[src/design/mse_ram.sv]
module mse_ram #(
    parameter int WIDTH = 32,
    parameter int DEPTH = 64
) (
    input  logic                     i_clk,
    input  logic                     i_we,
    input  logic [$clog2(DEPTH)-1:0] i_waddr,
    input  logic [WIDTH-1:0]         i_wdata,
    input  logic [$clog2(DEPTH)-1:0] i_raddr0,
    input  logic [$clog2(DEPTH)-1:0] i_raddr1,
    output logic [WIDTH-1:0]         o_rdata0,
    output logic [WIDTH-1:0]         o_rdata1
);

    logic [WIDTH-1:0] r_mem [DEPTH];

    // Write one port, read two with registered data
    always_ff @(posedge i_clk) begin
        if (i_we) begin
            r_mem[i_waddr] <= i_wdata;
        end
        o_rdata0 <= r_mem[i_raddr0];
        o_rdata1 <= r_mem[i_raddr1];
    end

endmodule

[config.mk]
export PLATFORM = sky130hd
export DESIGN_NAME = mse_ram
export DESIGN_NICKNAME = d
export VERILOG_FILES = /design/src/design/mse_ram.sv
export SDC_FILE = /design/constraint.sdc
export NUM_CORES = 2
export LEC_CHECK = 0
export CAP_MARGIN = 30
export CELL_PAD_IN_SITES_DETAIL_PLACEMENT = 1
export CELL_PAD_IN_SITES_GLOBAL_PLACEMENT = 2
export CORE_MARGIN = 3
export CORE_UTILIZATION = 42
export CTS_CLUSTER_DIAMETER = 120
export CTS_CLUSTER_SIZE = 16
export DETAILED_ROUTE_END_ITERATION = 7
export DONT_BUFFER_PORTS = 1
export MAX_ROUTING_LAYER = met4
export PLACE_DENSITY = 0.69
export SYNTH_ARGS = -nofsm -noshare
export SYNTH_HDL_FRONTEND = slang
export SYNTH_SLANG_ARGS = --single-unit
[constraint.sdc]
create_clock -name i_clk -period 4.5 [get_ports i_clk]
set_input_delay 0.45 -clock i_clk [delete_from_list [all_inputs] [get_ports i_clk]]
set_output_delay 0.45 -clock i_clk [all_outputs]
set_load 0.03 [all_outputs]
# ---- Word level (Yosys, flattened, before mapping)
# Memory sizes are Yosys's and may differ from the RTL's. A register that Yosys moved wholly into a read port is not among the register bits.
# Index checks and enable logic that the tools add are counted.
dict set report totals {
  register_bits 0
  latchBits 0
  ramBits 2048
  rom_bits 0
  input_bits 52
  word_cells 3
  n_memories 1
}
# memory words width read_ports rd_ports_with_merged_regs write_ports line_no
set memory_table {}
lappend memory_table {r_mem 64 32 2 2 1 15} ;# logic [WIDTH-1:0] r_mem [DEPTH];
dict set report op_classes {
  add_sub_neg 0
  n_mul 0
  div 0
  magnitude_cmp 0
  eq_ne 0
  shift 0
  n_mux 2
  n_bitwise 0
  n_reduce_logical 0
}
# operator n
set op_table {}
lappend op_table {{1-bit 2-to-1 mux} 2}

# ---- Logic depth before layout (Yosys ltp)
dict set report logic_depth {
  word_depth 2
  mapped_depth 10
  depth_no_buf 5
}

# ---- Least setup slack after synthesis
# No wires, ideal clock.
dict set report synth_path {
  kind {input-to-reg}
  startpoint {in i_waddr[3]}
  endpoint {mem r_mem[48][0] (enable)}
  setup_ns 0.461
  t_arrival_ns 3.180
  t_required_ns 4.039
  path_slack_ns 0.859
  stages 4
  path_buffers 1
  path_cell_list {clkbuf_1 -> nor2b_1 -> nand4b_1 -> nor3_1}
}
# item line_no
set synth_rtl {}
lappend synth_rtl {{from (decl)} 7} ;# input logic [$clog2(DEPTH)-1:0] i_waddr,
lappend synth_rtl {{to (decl)} 15}
# Straight into the memory's write port.

==> run summary <==
status = finished, violations left
violated checks = max-slew violations
Via density = 6.84
Seq cells post-synth = 2,112
worst-path maximum fanout = 108
critical path arrival = 4.75 ns
placed cells = 7,173
Final Core Density = 46.5%
reg2reg start = r_mem[21][8]
CP startpoint kind = input port
global-route wire length before repair = 435,000 um
Post-CTS Setup Bufs = 0
power density over the cells = 362 mW/mm2
largest net degree at the start of global routing = 506
RSZ-0062 raised after global routing = no
Post-synth ARST share = 0%
Synth Area in Compound Gates = 2.39%
total core area = 0.226 mm2
post-cts resize count = 0
H-tree depth = 4
Port Buffers = 0
layout net count = 4,471
slew margin rel. = -113%
Adder-Cell Fraction of Synth Area = 0%
Layout area overhead = 9.76%
WL/cell = 41.9 um
Final Instance Count excl. Fillers = 7,502
crit path time final = 4.09 ns
Die X = 483 um
Tcrit/Tclk final = 90.9%
vias = 51,300
Die Y-Extent = 483 um
Max Clk Rate = 245 MHz
final wirelength = 314,000 um
Yosys top cell area share = 64.3%
placed inst area = 0.0992 mm2
vias in the first global route = 52,500
HP Class = in2reg
critical path launch point = i_raddr0[0]
maximum VDD drop = 0.000303 V
final setup TNS = 0 ns
layout cells sized above 1 = 34.6%
mapped cell area = 0.0957 mm2
Worst-path clk slew = 0.08 ns
final slew viol count = 732
Finished Cell Area = 0.105 mm2
cell accounting for the most synthesized area = edfxtp_1
Synth area leaders = edfxtp_1 64%, mux4_2 26%, mux2i_1 2.1%
CTS Sinks = 2,112
Max Cap Violations = 0
Reg2Reg Setup Slack = 1.91 ns
Leak = 31.9 nW
gr usage total = 27.5%
root buffer cell = clkbuf_16
Most used DFF post-synth = edfxtp_1
synth warn = 0
Post-Syn Instances = 4,412
Worst setup EP type = flop
Hold Vio Cnt, Final = 0
GPL Wtd Cong = 0.807
top cells by count, synth = 2,048 x edfxtp_1, 1,124 x mux4_2, 204 x mux2i_1, 135 x clkbuf_1, 121 x buf_2
DIE AREA = 0.234 mm2
Residual DRC = 0
Final Setup Violations = 0
Post-Syn Nets = 4,464
Setup CP Type = in2reg
main combinational cell family by area after synthesis = multiplexers
grt total ovfl = 0
DR pass1 iterations = 5
worst skew pair latency = 0.82 ns
critical path required time = 5.16 ns
Detailed Place HPWL = 163,000 um
number of synthesized flops with an enable pin = 2,048
DRT iter0 DRCs = 6,510
Slew @ Worst Pin = 3.19 ns
Site Rows = 174
Max Clock Skew = 0.0302 ns
post-synthesis mux area share = 29.0%
# fillers = 20,000
I/O pin count = 116
Yosys cell types = 38
antenna-violating nets left = 0
worst hold start = i_waddr[1]
post-synthesis xor/xnor area fraction = 0%
Post-Syn Area per Cell = 21.7 um2
sequential share of the synthesized area = 65.6%
TritonCTS Buffers = 149
simple-gate share of the synthesized area = 1.13%
CTS tree = yes
initial antenna violation count = 14
Longest Clk Path Bufs = 3
Starting Density = 42.4%
most frequent cell after synthesis = edfxtp_1
[final timing paths]
check | cells after the start | to
setup / recovery | 9 | o_rdata0[14]
hold / removal | 2 | r_mem[51][10]
setup reg to reg | 4 | o_rdata1[8]
hold reg to reg | 5 | o_rdata0[14]
[critical path, stage by stage]
cell      delay [ns]
buf_16          0.59
buf_16          0.46
buf_16          0.50
buf_16          0.61
mux4_2          0.60
o221ai_1        0.19
a21oi_1         0.22
nor2_1          0.57
o22ai_1         0.17
[registers in the layout, indices dropped and copies added, names as in the netlist]
name and flops:
r_mem 2048, o_rdata0 32, o_rdata1 32
[cell families after synthesis]
family,after synthesis
AO/OA/AOI/OAI,340
buffers and inverters,348
flip-flops,2112
multiplexers,1364
AND/OR/NAND/NOR,248
[what timing repair did]
action	4_1_cts	5_1_grt
endpoints found under the setup margin	0	5
hold buffers	76	0
endpoints found under the hold margin	2081	0
[cell type report]
cell class	count	area, um2	share of cell area, %
well taps	2992	3740	3.57
diodes	9	22.5	0.0214
clock buffers	229	4110	3.92
inverters	1	3.75	0.00357
repair buffers	203	2650	2.53
clock inverters	4	35.0	0.0334
flip-flops and latches	2112	62800	59.8
multi-input cells	1952	31600	30.1
[placed cells by master, fill, tap and decap left out, types with 63 or more instances in the layout]
master | Yosys | layout
clkbuf_16 | 0 | 154
clkbuf_1 | 135 | 76
mux2i_1 | 204 | 204
dfxtp_1 | 64 | 64
nor2_4 | 0 | 63
edfxtp_1 | 2048 | 2048
nand2_1 | 93 | 92
buf_4 | 55 | 107
mux4_2 | 1124 | 1124
a22oi_1 | 85 | 85
[stage by stage]
step                      setup WS (ns)  hold WS [ns]  power (mW)
final                             0.411        0.0803        38.1
after CTS                          1.85       0.00196        38.0
after floorplan                   0.859         0.549        24.5
after detailed placement           1.45         0.552        24.8
after global routing             0.0457        0.0307        39.1
after global placement             1.35         0.556        24.8
[power breakdown]
part / internal (mW) / switching [mW]
clock: 6.28 / 6.67
sequential: 21.7 / 0.349
combinational: 1.52 / 1.49
total: 29.5 / 8.51
[metal layers]
layer / global-route usage, % / vias to the layer above / share of wire [%]
met5: - / - / 0
met4: 7.80 / 0 / 3.0
met3: 5.19 / 433 / 8.2
met2: 42.5 / 2544 / 48
met1: 37.5 / 28900 / 41
li1: - / 19400 / -
Power figures use the tool's default switching activity.
