File: config.mk
export PLATFORM = sky130hd
export DESIGN_NAME = mse_ctrl
export DESIGN_NICKNAME = d
export VERILOG_FILES = /design/src/design/mse_pkg.sv /design/src/design/mse_ctrl.sv
export SDC_FILE = /design/constraint.sdc
export NUM_CORES = 1
export LEC_CHECK = 0
export BUFFER_PORTS_ARGS = -buffer_cell sky130_fd_sc_hd__buf_2
export CAP_MARGIN = 30
export CORE_ASPECT_RATIO = 0.7
export CORE_UTILIZATION = 32
export CTS_BUF_LIST = sky130_fd_sc_hd__clkbuf_16
export DETAILED_ROUTE_END_ITERATION = 8
export PLACE_DENSITY_LB_ADDON = 0.25
export SLEW_MARGIN = 20
export SYNTH_ARGS = -nofsm -noshare
export SYNTH_HDL_FRONTEND = slang
export SYNTH_SLANG_ARGS = --single-unit
export TNS_END_PERCENT = 100
File: constraint.sdc
create_clock -name i_clk -period 5.45 [get_ports i_clk]
set_input_delay 0.8175 -clock i_clk [delete_from_list [all_inputs] [get_ports i_clk]]
set_output_delay 0.8175 -clock i_clk [all_outputs]
set_load 0.05 [all_outputs]
File: src/design/mse_pkg.sv
package mse_pkg;

    // Element width and default set capacity
    localparam int DATA_W       = 32;
    localparam int CAPACITY_DEF = 64;

    typedef logic signed [DATA_W-1:0] t_value;

    // Per-cycle commands from the sequencer to the storage and output stage
    typedef struct packed {
        logic load;       // write the incoming item into store A
        logic wr_a;       // write store A with the merge winner
        logic wr_b;       // write store B with the merge winner
        logic take_left;  // merge winner comes from the left run
        logic src_b;      // sorted data currently lives in store B
        logic out_load;   // capture the read data into the output register
        logic out_final;  // captured item is the last of the set
    } t_ctl;

endpackage

File: src/design/mse_ctrl.sv
module mse_ctrl import mse_pkg::*; #(
    parameter int CAPACITY = CAPACITY_DEF
) (
    input  logic                        i_clk,
    input  logic                        i_rst_n,
    input  logic                        i_in_valid,
    input  logic                        i_in_last,
    output logic                        o_in_ready,
    input  logic                        i_out_free,
    input  t_value                      i_rd_l,
    input  t_value                      i_rd_r,
    output t_ctl                        o_ctl,
    output logic [$clog2(CAPACITY)-1:0] o_waddr,
    output logic [$clog2(CAPACITY)-1:0] o_raddr_l,
    output logic [$clog2(CAPACITY)-1:0] o_raddr_r
);

    localparam int AW = $clog2(CAPACITY);
    localparam int CW = $clog2(CAPACITY + 1);
    localparam int EW = CW + 2;
    localparam logic [CW-1:0] CAP_C = CW'(CAPACITY);

    localparam logic [2:0] S_LOAD = 3'd0;
    localparam logic [2:0] S_PAIR = 3'd1;
    localparam logic [2:0] S_RD   = 3'd2;
    localparam logic [2:0] S_CMP  = 3'd3;
    localparam logic [2:0] S_ERD  = 3'd4;
    localparam logic [2:0] S_EOUT = 3'd5;

    logic [2:0]    r_state, n_state;
    logic [CW-1:0] r_cnt,   n_cnt;
    logic          r_src_b, n_src_b;
    logic [EW-1:0] r_w,   n_w;
    logic [EW-1:0] r_lo,  n_lo;
    logic [EW-1:0] r_mid, n_mid;
    logic [EW-1:0] r_hi,  n_hi;
    logic [EW-1:0] r_l,   n_l;
    logic [EW-1:0] r_r,   n_r;
    logic [EW-1:0] r_k,   n_k;

    logic [EW-1:0] num;
    logic [CW-1:0] cnt_after;
    logic [EW-1:0] w2;
    logic [EW-1:0] sum_mid;
    logic [EW-1:0] sum_hi;
    logic          l_ok;
    logic          r_ok;
    logic          take_left;

    assign num       = EW'(r_cnt);
    assign cnt_after = (r_cnt < CAP_C) ? r_cnt + CW'(1) : r_cnt;
    assign w2        = r_w << 1;
    assign sum_mid   = r_lo + r_w;
    assign sum_hi    = r_lo + w2;
    assign l_ok      = r_l < r_mid;
    assign r_ok      = r_r < r_hi;
    // Shared compare unit: left wins on equal values
    assign take_left = l_ok && (!r_ok || (i_rd_l <= i_rd_r));

    // Sequence load, merge passes and emission
    always_comb begin
        n_state   = r_state;
        n_cnt     = r_cnt;
        n_src_b   = r_src_b;
        n_w       = r_w;
        n_lo      = r_lo;
        n_mid     = r_mid;
        n_hi      = r_hi;
        n_l       = r_l;
        n_r       = r_r;
        n_k       = r_k;
        o_ctl     = '0;
        o_ctl.src_b = r_src_b;
        o_in_ready  = 1'b0;
        o_waddr   = r_k[AW-1:0];
        o_raddr_l = r_l[AW-1:0];
        o_raddr_r = r_r[AW-1:0];

        case (r_state)
            S_LOAD: begin
                o_in_ready = 1'b1;
                o_waddr    = r_cnt[AW-1:0];
                if (i_in_valid) begin
                    // drop the item once the store is full
                    o_ctl.load = r_cnt < CAP_C;
                    o_ctl.wr_a = r_cnt < CAP_C;
                    n_cnt      = cnt_after;
                    if (i_in_last) begin
                        n_src_b = 1'b0;
                        n_lo    = '0;
                        n_w     = EW'(1);
                        n_k     = '0;
                        n_state = (cnt_after == CW'(1)) ? S_ERD : S_PAIR;
                    end
                end
            end
            S_PAIR: begin
                if (r_lo >= num) begin
                    // pass done: swap stores, double the run width
                    n_src_b = !r_src_b;
                    n_lo    = '0;
                    n_w     = w2;
                    n_k     = '0;
                    if (w2 >= num) begin
                        n_state = S_ERD;
                    end
                end else begin
                    n_mid   = (sum_mid > num) ? num : sum_mid;
                    n_hi    = (sum_hi > num) ? num : sum_hi;
                    n_l     = r_lo;
                    n_r     = (sum_mid > num) ? num : sum_mid;
                    n_k     = r_lo;
                    n_state = S_RD;
                end
            end
            S_RD: begin
                n_state = S_CMP;
            end
            S_CMP: begin
                o_ctl.wr_a      = r_src_b;
                o_ctl.wr_b      = !r_src_b;
                o_ctl.take_left = take_left;
                if (take_left) begin
                    n_l = r_l + EW'(1);
                end else begin
                    n_r = r_r + EW'(1);
                end
                n_k = r_k + EW'(1);
                if (r_k + EW'(1) == r_hi) begin
                    n_lo    = r_hi;
                    n_state = S_PAIR;
                end else begin
                    n_state = S_RD;
                end
            end
            S_ERD: begin
                o_raddr_l = r_k[AW-1:0];
                n_state   = S_EOUT;
            end
            S_EOUT: begin
                o_raddr_l = r_k[AW-1:0];
                if (i_out_free) begin
                    o_ctl.out_load  = 1'b1;
                    o_ctl.out_final = (r_k + EW'(1) == num);
                    n_k = r_k + EW'(1);
                    if (r_k + EW'(1) == num) begin
                        n_cnt   = '0;
                        n_state = S_LOAD;
                    end else begin
                        n_state = S_ERD;
                    end
                end
            end
            default: begin
                n_state = S_LOAD;
            end
        endcase
    end

    // Hold control state; indices need no reset
    always_ff @(posedge i_clk) begin
        if (!i_rst_n) begin
            r_state <= S_LOAD;
            r_cnt   <= '0;
            r_src_b <= 1'b0;
        end else begin
            r_state <= n_state;
            r_cnt   <= n_cnt;
            r_src_b <= n_src_b;
        end
        r_w   <= n_w;
        r_lo  <= n_lo;
        r_mid <= n_mid;
        r_hi  <= n_hi;
        r_l   <= n_l;
        r_r   <= n_r;
        r_k   <= n_k;
    end

endmodule

Word level (Yosys, flattened, before mapping). Index checks and enable logic that the tools add are counted.

Add/subtract/negate cells: 6. Magnitude comparators: 8. Equality and inequality tests: 18. Muxes and demuxes: 46. Bitwise gates (word level): 1. Reductions and logical operators: 19.

Operators by type and width (number): $mux W9 (13); $pmux W9 S2 (3); $pmux W9 S4 (1); $mux W7 (5); $le A32 B32 Y1 (1); $add A9 B1 Y9 const B (3); $pmux W9 S3 (1); $mux W3 (7); $reduce_and A4 Y1 (5); $add A9 B9 Y9 (2); $ge A9 B7 Y1 (2); $gt A9 B7 Y1 (2); $lt A9 B9 Y1 (2); $ne A2 B2 Y1 const B (9); $pmux W3 S6 (1); $pmux W7 S2 (1); $mux W6 (2); $mux W2 (5); $eq A9 B7 Y1 (1); $eq A9 B9 Y1 (1); $add A7 B1 Y7 const B (1); $eq A7 B1 Y1 const B (1); $lt A7 B7 Y1 const B (1); $eq A3 B2 Y1 const B (2); other kinds (16) (26).

Bits in registers: 74. Bits of input ports: 69. Output and inout port bits: 26. Logic and storage cells: 109.

Depth between registers and ports, before layout. Gate-level depths: netlist (run 1).

Depth after elaboration: 7. Depth in mapped cells: 14. Mapped depth without buffers: 14.

Worst setup path before layout (run 1). No wires, ideal clock.

Path kind: input-to-reg. Start point: input i_rd_r[31]. End point: register r_r[0] (enable). Setup time: 0.387 ns. Arrival: 3.524 ns. Data required time: 5.063 ns. Path slack: 1.540 ns. Stages: 8. Path buffers: 0. Path through: inv_1 > ha_1 > nand4_1 > or4_1 > or3_1 > o2111ai_1 > nand3_1 > nor3_1.

Cells in the longest elaborated chain, start to end: 5.

Ends and longest elaborated chain: from (decl) (RTL line mse_ctrl.sv:11) `input t_value i_rd_r,`; $le A32 B32 Y1 (RTL line mse_ctrl.sv:58) `assign take_left = l_ok && (!r_ok || (i_rd_l <= i_rd_r));`; $logic_or A1 B1 Y1 (RTL line mse_ctrl.sv:58); $logic_and A1 B1 Y1 (RTL line mse_ctrl.sv:58); $ne A2 B2 Y1 (no source line); $reduce_and A3 Y1 (no source line); to (signal assigned) (RTL line mse_ctrl.sv:176) `r_r <= n_r;`; to (decl) (RTL line mse_ctrl.sv:38) `logic [EW-1:0] r_r, n_r;`.

No other way between the ends. A chain may end at the register's enable or synchronous reset.

Worst setup path after layout (run 1).
Start point: register r_w[0]. End point: register r_r[1], data pin.

Cells in the longest elaborated chain, start to end: 5.

Ends and longest elaborated chain: from (decl) (RTL line mse_ctrl.sv:33) `logic [EW-1:0] r_w, n_w;`; from (signal assigned) (RTL line mse_ctrl.sv:171) `r_w <= n_w;`; $add A9 B9 Y9 (*) (RTL line mse_ctrl.sv:53) `assign sum_mid = r_lo + r_w;`; $gt A9 B7 Y1 (RTL line mse_ctrl.sv:111) `n_r = (sum_mid > num) ? num : sum_mid;`; $mux W9 (*) (RTL line mse_ctrl.sv:111); $mux W9 (*) (RTL line mse_ctrl.sv:98) `if (r_lo >= num) begin`; $pmux W9 S2 (*) (RTL line mse_ctrl.sv:79) `case (r_state)`; net n_r[1] (RTL line mse_ctrl.sv:38).

The timed path passes the listed nets; every way through them passes the cells marked *. The select of a mux whose other input is x is not followed.

==> results of run 1 <==
[worst max-delay path, cell delays in order (launching register included)]
cell,delay (ps)
edfxtp_1,440
ha_1,280
fa_1,430
a211oi_1,310
o21bai_1,110
a21oi_1,180
xnor2_1,180
ha_1,300
a211oi_1,200
o21ai_0,120
a21oi_1,140
nor2_1,90
nor4b_4,520
mux2_2,420
mux2_2,270
[state kept, by name, indices dropped and copies added (netlist names)]
name and flops:
r_cnt 7, r_r 9, r_k 9, r_w 9, r_hi 9, r_lo 9, r_state 3, r_src_b 1
r_l 9, r_mid 9
[cell usage after synthesis, types with 4 or more instances]
cell	n	area [µm²]
a211oi_1	8	60.1
buf_4	11	82.6
o22ai_1	4	25.0
ha_1	93	1160
nor2b_1	5	31.3
clkbuf_1	14	52.6
o21ai_0	51	255
inv_1	67	251
xor2_1	13	114
and3_1	7	43.8
nor2_1	45	169
nand4_1	12	75.1
nand3_1	26	130
and2_1	11	68.8
o21a_1	5	37.5
dfxtp_1	11	220
xnor2_1	30	263
or4_1	4	30.0
nand2_1	67	251
nand2b_1	5	31.3
nor3_1	12	60.1
mux2_2	25	282
nor4_1	5	31.3
a31oi_1	4	25.0
edfxtp_1	63	1890
a21oi_1	33	165
a21o_1	15	113
[placed cells by master (no fill, tap or decap), types with 3 or more instances in the layout]
cell type and count:
a211oi_1 8, a211oi_2 3, a21o_1 15, a21oi_1 33, a221oi_1 3, a31oi_1 4, and2_1 11, and3_1 7
and4_1 3, buf_2 94, buf_4 7, clkbuf_16 9, conb_1 4, dfxtp_1 11, edfxtp_1 63, ha_1 93
inv_1 67, mux2_2 25, nand2_1 67, nand2b_1 5, nand3_1 26, nand4_1 12, nor2_1 45, nor2b_1 5
nor3_1 12, nor4_1 5, o21a_1 5, o21ai_0 51, o21ai_1 3, o22ai_1 4, or4_1 4, xnor2_1 30
xnor3_1 3, xor2_1 13
[final timing paths]
path	to	slack [ps]	depth (start not counted)
worst max-delay path	r_r[1]	1220	14
worst min-delay path	r_r[8]	640	2
worst max register to register	r_r[1]	1220	14
worst min register to register	r_r[8]	640	2
[layout make-up]
cell class,instances,area [µm²],area share (%)
clock inverters,7,101,1.33
well taps,270,338,4.44
inverters,67,251,3.31
flip-flops and latches,74,2110,27.8
repair buffers,101,523,6.88
clock buffers,9,225,2.96
multi-input cells,542,4060,53.3
[logic make-up after synthesis]
kind of cell	share of synthesized area, %
XOR/XNOR	6.77
adder cells (fa/ha/maj)	18.4
multiplexers	4.52
buffers and inverters	6.14
AO/OA/AOI/OAI	14.8
AND/OR/NAND/NOR	17.1
other	0.0572
flip-flops	32.2
[report_power, final]
part | total (mW) | switching [mW] | internal, mW
Combinational | 2.09 | 1.23 | 0.857
Clock | 0.666 | 0.259 | 0.406
Sequential | 1.03 | 0.221 | 0.813
Total | 3.79 | 1.71 | 2.08
[layer usage]
metal / routed length [µm] / vias to the layer above / share of wire (%)
met5: 0 / - / 0
met4: 102 / 0 / 0.56
met3: 1140 / 13 / 6.3
met2: 7270 / 147 / 40
met1: 9590 / 2581 / 53
li1: - / 2735 / -
[per-stage QoR]
step	utilization, %	power (mW)	hold WS, ps
global placement	36.4	3.10	614
floorplan	-	2.62	516
CTS	38.1	3.78	642
detailed placement	36.5	3.10	627
finish	38.1	3.79	637
global route	38.1	4.09	694
==> run metrics, run 1 <==
Post-route DRC 0; drt wl/cell 16.9 µm; Mapped Area 6560 µm²; H-tree Lvls 3; DP Area 7280 µm²; crit path kind flip-flop to flip-flop; TritonCTS sink count 74; EDFF count, synth 63; Synth Instances 707; dpl ws around 1300 ps; clk root buf clkbuf_16; Hold Path Class flip-flop to flip-flop; Port-buffer cells 94; worst-skew pair later-pin latency 350 ps; Layout area overhead 16.0%; antenna violations before repair 0; status finished, final reports clean; register bit total from synthesis 74; DRT iter0 DRCs around 450; total number of vias between 5000 and 6000; Final min period 4230 ps; ys flop type edfxtp_1; die area between 20000 and 25000 µm²; worst r2r src r_w[0]; CP Data Required Time 5540 ps; CP Launch Type flip-flop; die width roughly 170 µm; layout cells sized above 1 roughly a fifth; CTS hold repair buffers 0; skew final 14.7 ps; post_cts resized 0; M1 GR Usage a little over a quarter; fillers roughly 2000; Cell Count, Final, Fillers Out 1070; maxcap violations 0; Post-DRT Antenna Nets 0; design area 7610 µm²; met3 Usage GRT 3.65%; TritonCTS buffer count 9; critical path capture point type flip-flop; Final Slew Violations 0; slew margin rel. 48.3%; Post-Syn Area per Cell 9.28 µm²; Ys Warns 0; register area share after synthesis 32.2%; Leakage 3.41 nW; I/O pins 95; GRT Overall Usage about 18%; vias in the first global route about 5000; met2 Use GR 25.4%; Worst Tran Pin Value 774 ps; # diodes 0; Max clock buf depth 2; CP Max Fanout 7; RSZ-0062 raised after global routing false; Inst Count DP 1054; pin count of the biggest net entering global routing 30; final hold vios 0; core footprint 20000 µm²; fmax about 240 MHz; die height roughly 120 µm; Final Cycle Share 77.6%; grt ovf 0; Initial Util 32.9%; PD cells 498 nW/µm²; Vias/cell around 5.1; total wire length ~18000 µm; drt first pass iters 5; post-DP HPWL 14400 µm; gp weighted congestion just over 0.8; post-CTS setup buffer count 0; Distinct cells, synth between 70 and 80; TNS Setup 0 ps; first-pass GRT wire length 28400 µm; Final setup violation count 0; # nets final 959; Reg clk slew, reported paths 60 ps; Worst EP arrival 4320 ps; GR peak layer met1; CTS tree done; PnR worst setup slack 1220 ps; Max VDD drop around 0.2 mV; Synth async-reset ratio 0%; CP startpoint r_w[0]; HP Start r_r[8]; FP Rows 43
(Power assumes the default switching activity.)
==> inputs of run 2 (changes only) <==
clock period = 3.6 ns   (was 5.45 ns; I/O delays follow)
==> run metrics, run 2 (same netlist as run 1, synthesis figures left out) <==
Layout area overhead 21.4%; slew margin rel. 53.1%; violated checks negative setup slack; vias in the first global route 5318; gp weighted congestion 0.828; design area 7960 µm²; die height 122 µm; Leakage 3.63 nW; Hold Path Depth 3; critical path capture point type flip-flop; Post-route DRC 0; # diodes 0; first-pass GRT wire length 30400 µm; core footprint approximately 20000 µm²; Hold Path Class primary input to flip-flop; grt ovf 0; CP startpoint r_w[0]; FP Rows 43; worst r2r src r_w[0]; H-tree Lvls 3; Vias/cell a little over 5; die width 173 µm; most frequent cells in the layout buf_2, ha_1, inv_1; TritonCTS sink count 74; most common cell after layout, fill and taps aside buf_2; CTS tree done; drt first pass iters 7; Post-DRT Antenna Nets 0; drt wl/cell 17.8 µm; DP Area 7610 µm²; antenna violations before repair 1; maxcap violations 0; worst-case reg-to-reg path depth 15; Worst Tran Pin Value 694 ps; worst-skew pair later-pin latency 340 ps; die area 21100 µm²; TritonCTS buffer count 9; GRT Overall Usage 19.1%; CP Max Fanout 7; # nets final ~1000; Hold WS 549 ps; RSZ-0062 raised after global routing true; CP Data Required Time 3690 ps; I/O pins 95; Reg clk slew, reported paths 60 ps; HP Start i_rst_n; CTS hold repair buffers 0; clk root buf clkbuf_16; status finished, violations left; fmax 275 MHz; pin count of the biggest net entering global routing 30; CP Launch Type flip-flop; Worst EP arrival 3730 ps; DRT iter0 DRCs ~400; total power 6.13 mW; Final Cycle Share 101%; Port-buffer cells 94; Final min period roughly 3600 ps; r2r endpoint r_r[3]; Hold Path End r_state[1]; Max VDD drop 0.675 mV; layout cells sized above 1 25.0%; PD cells 769 nW/µm²; PnR worst setup slack -42.3 ps; Final setup violation count 5; total wire length 19900 µm; skew final 7.04 ps; total number of vias 5722; crit path kind flip-flop to flip-flop; R2R setup slack -40 ps; final hold vios 0; Max clock buf depth 2; Initial Util between 30% and 40%; Final Slew Violations 0; post-DP HPWL 16200 µm
run 2: power breakdown:
group / internal, mW / switching (mW)
Sequential: 1.23 / 0.258
Combinational: 1.63 / 2.12
Clock: 0.529 / 0.360
run 2: how the worst max path moves through the flow:
stage / end / slack, ps / cells past startpoint
6_report: r_r[3] / -40 / 15
3_3_place_gp: r_r[1] / -140 / 15
4_1_cts: r_r[3] / -40 / 15
5_1_grt: r_r[3] / -200 / 15
2_1_floorplan: r_r[1] / -80 / 14
3_5_place_dp: r_r[3] / -210 / 15
run 2: layout make-up:
cell class / count / area, µm²
Clock inverter: 6 / 60.1
Inverter: 67 / 251
Multi-Input combinational cell: 542 / 4120
Fill cell: 2027 / 12000
Clock buffer: 9 / 225
Timing Repair Buffer: 145 / 857
Tap cell: 270 / 338
Sequential cell: 74 / 2110
run 2: per-stage QoR:
| stage | instances | TNS [ps] | util [%] | worst slack [ps] |
|---|---|---|---|---|
| 2_1_floorplan | 710 | -301 | - | -76.5 |
| 3_3_place_gp | 1096 | -682 | 38.1 | -139 |
| 3_5_place_dp | 1096 | -1120 | 38.1 | -209 |
| 4_1_cts | 1112 | -159 | 39.8 | -42.2 |
| 5_1_grt | 1113 | -1260 | 39.9 | -203 |
| 6_report | 1113 | -141 | 39.9 | -42.3 |
run 2: worst max-delay path, stage by stage (launching register included):
cell      delay, ps
edfxtp_1        450
ha_4            200
fa_2            370
a211oi_2        210
o21bai_1        100
a21oi_2         170
xnor2_2         140
ha_1            280
a211oi_2        170
o21ai_1          90
a21oi_1         150
nor2_1           90
nor4b_4         220
buf_6           180
mux2_4          310
mux2_4          260
run 2: timing repair:
item                                    in CTS  in global routing
gates resized for setup                      9                  3
endpoints found under the setup margin       7                 14
pin swaps                                    9                  1
buffers inserted                             1                  1
run 2: layer usage:
layer / up-vias / routed length, µm / global-route usage, % / share of wire (%)
met3: 18 / 1630 / 4.93 / 8.2
met5: - / 0 / 0 / 0
met2: 193 / 7810 / 26.3 / 39
met1: 2698 / 10200 / 29.5 / 51
met4: 0 / 242 / 3.21 / 1.2
li1: 2813 / - / - / -
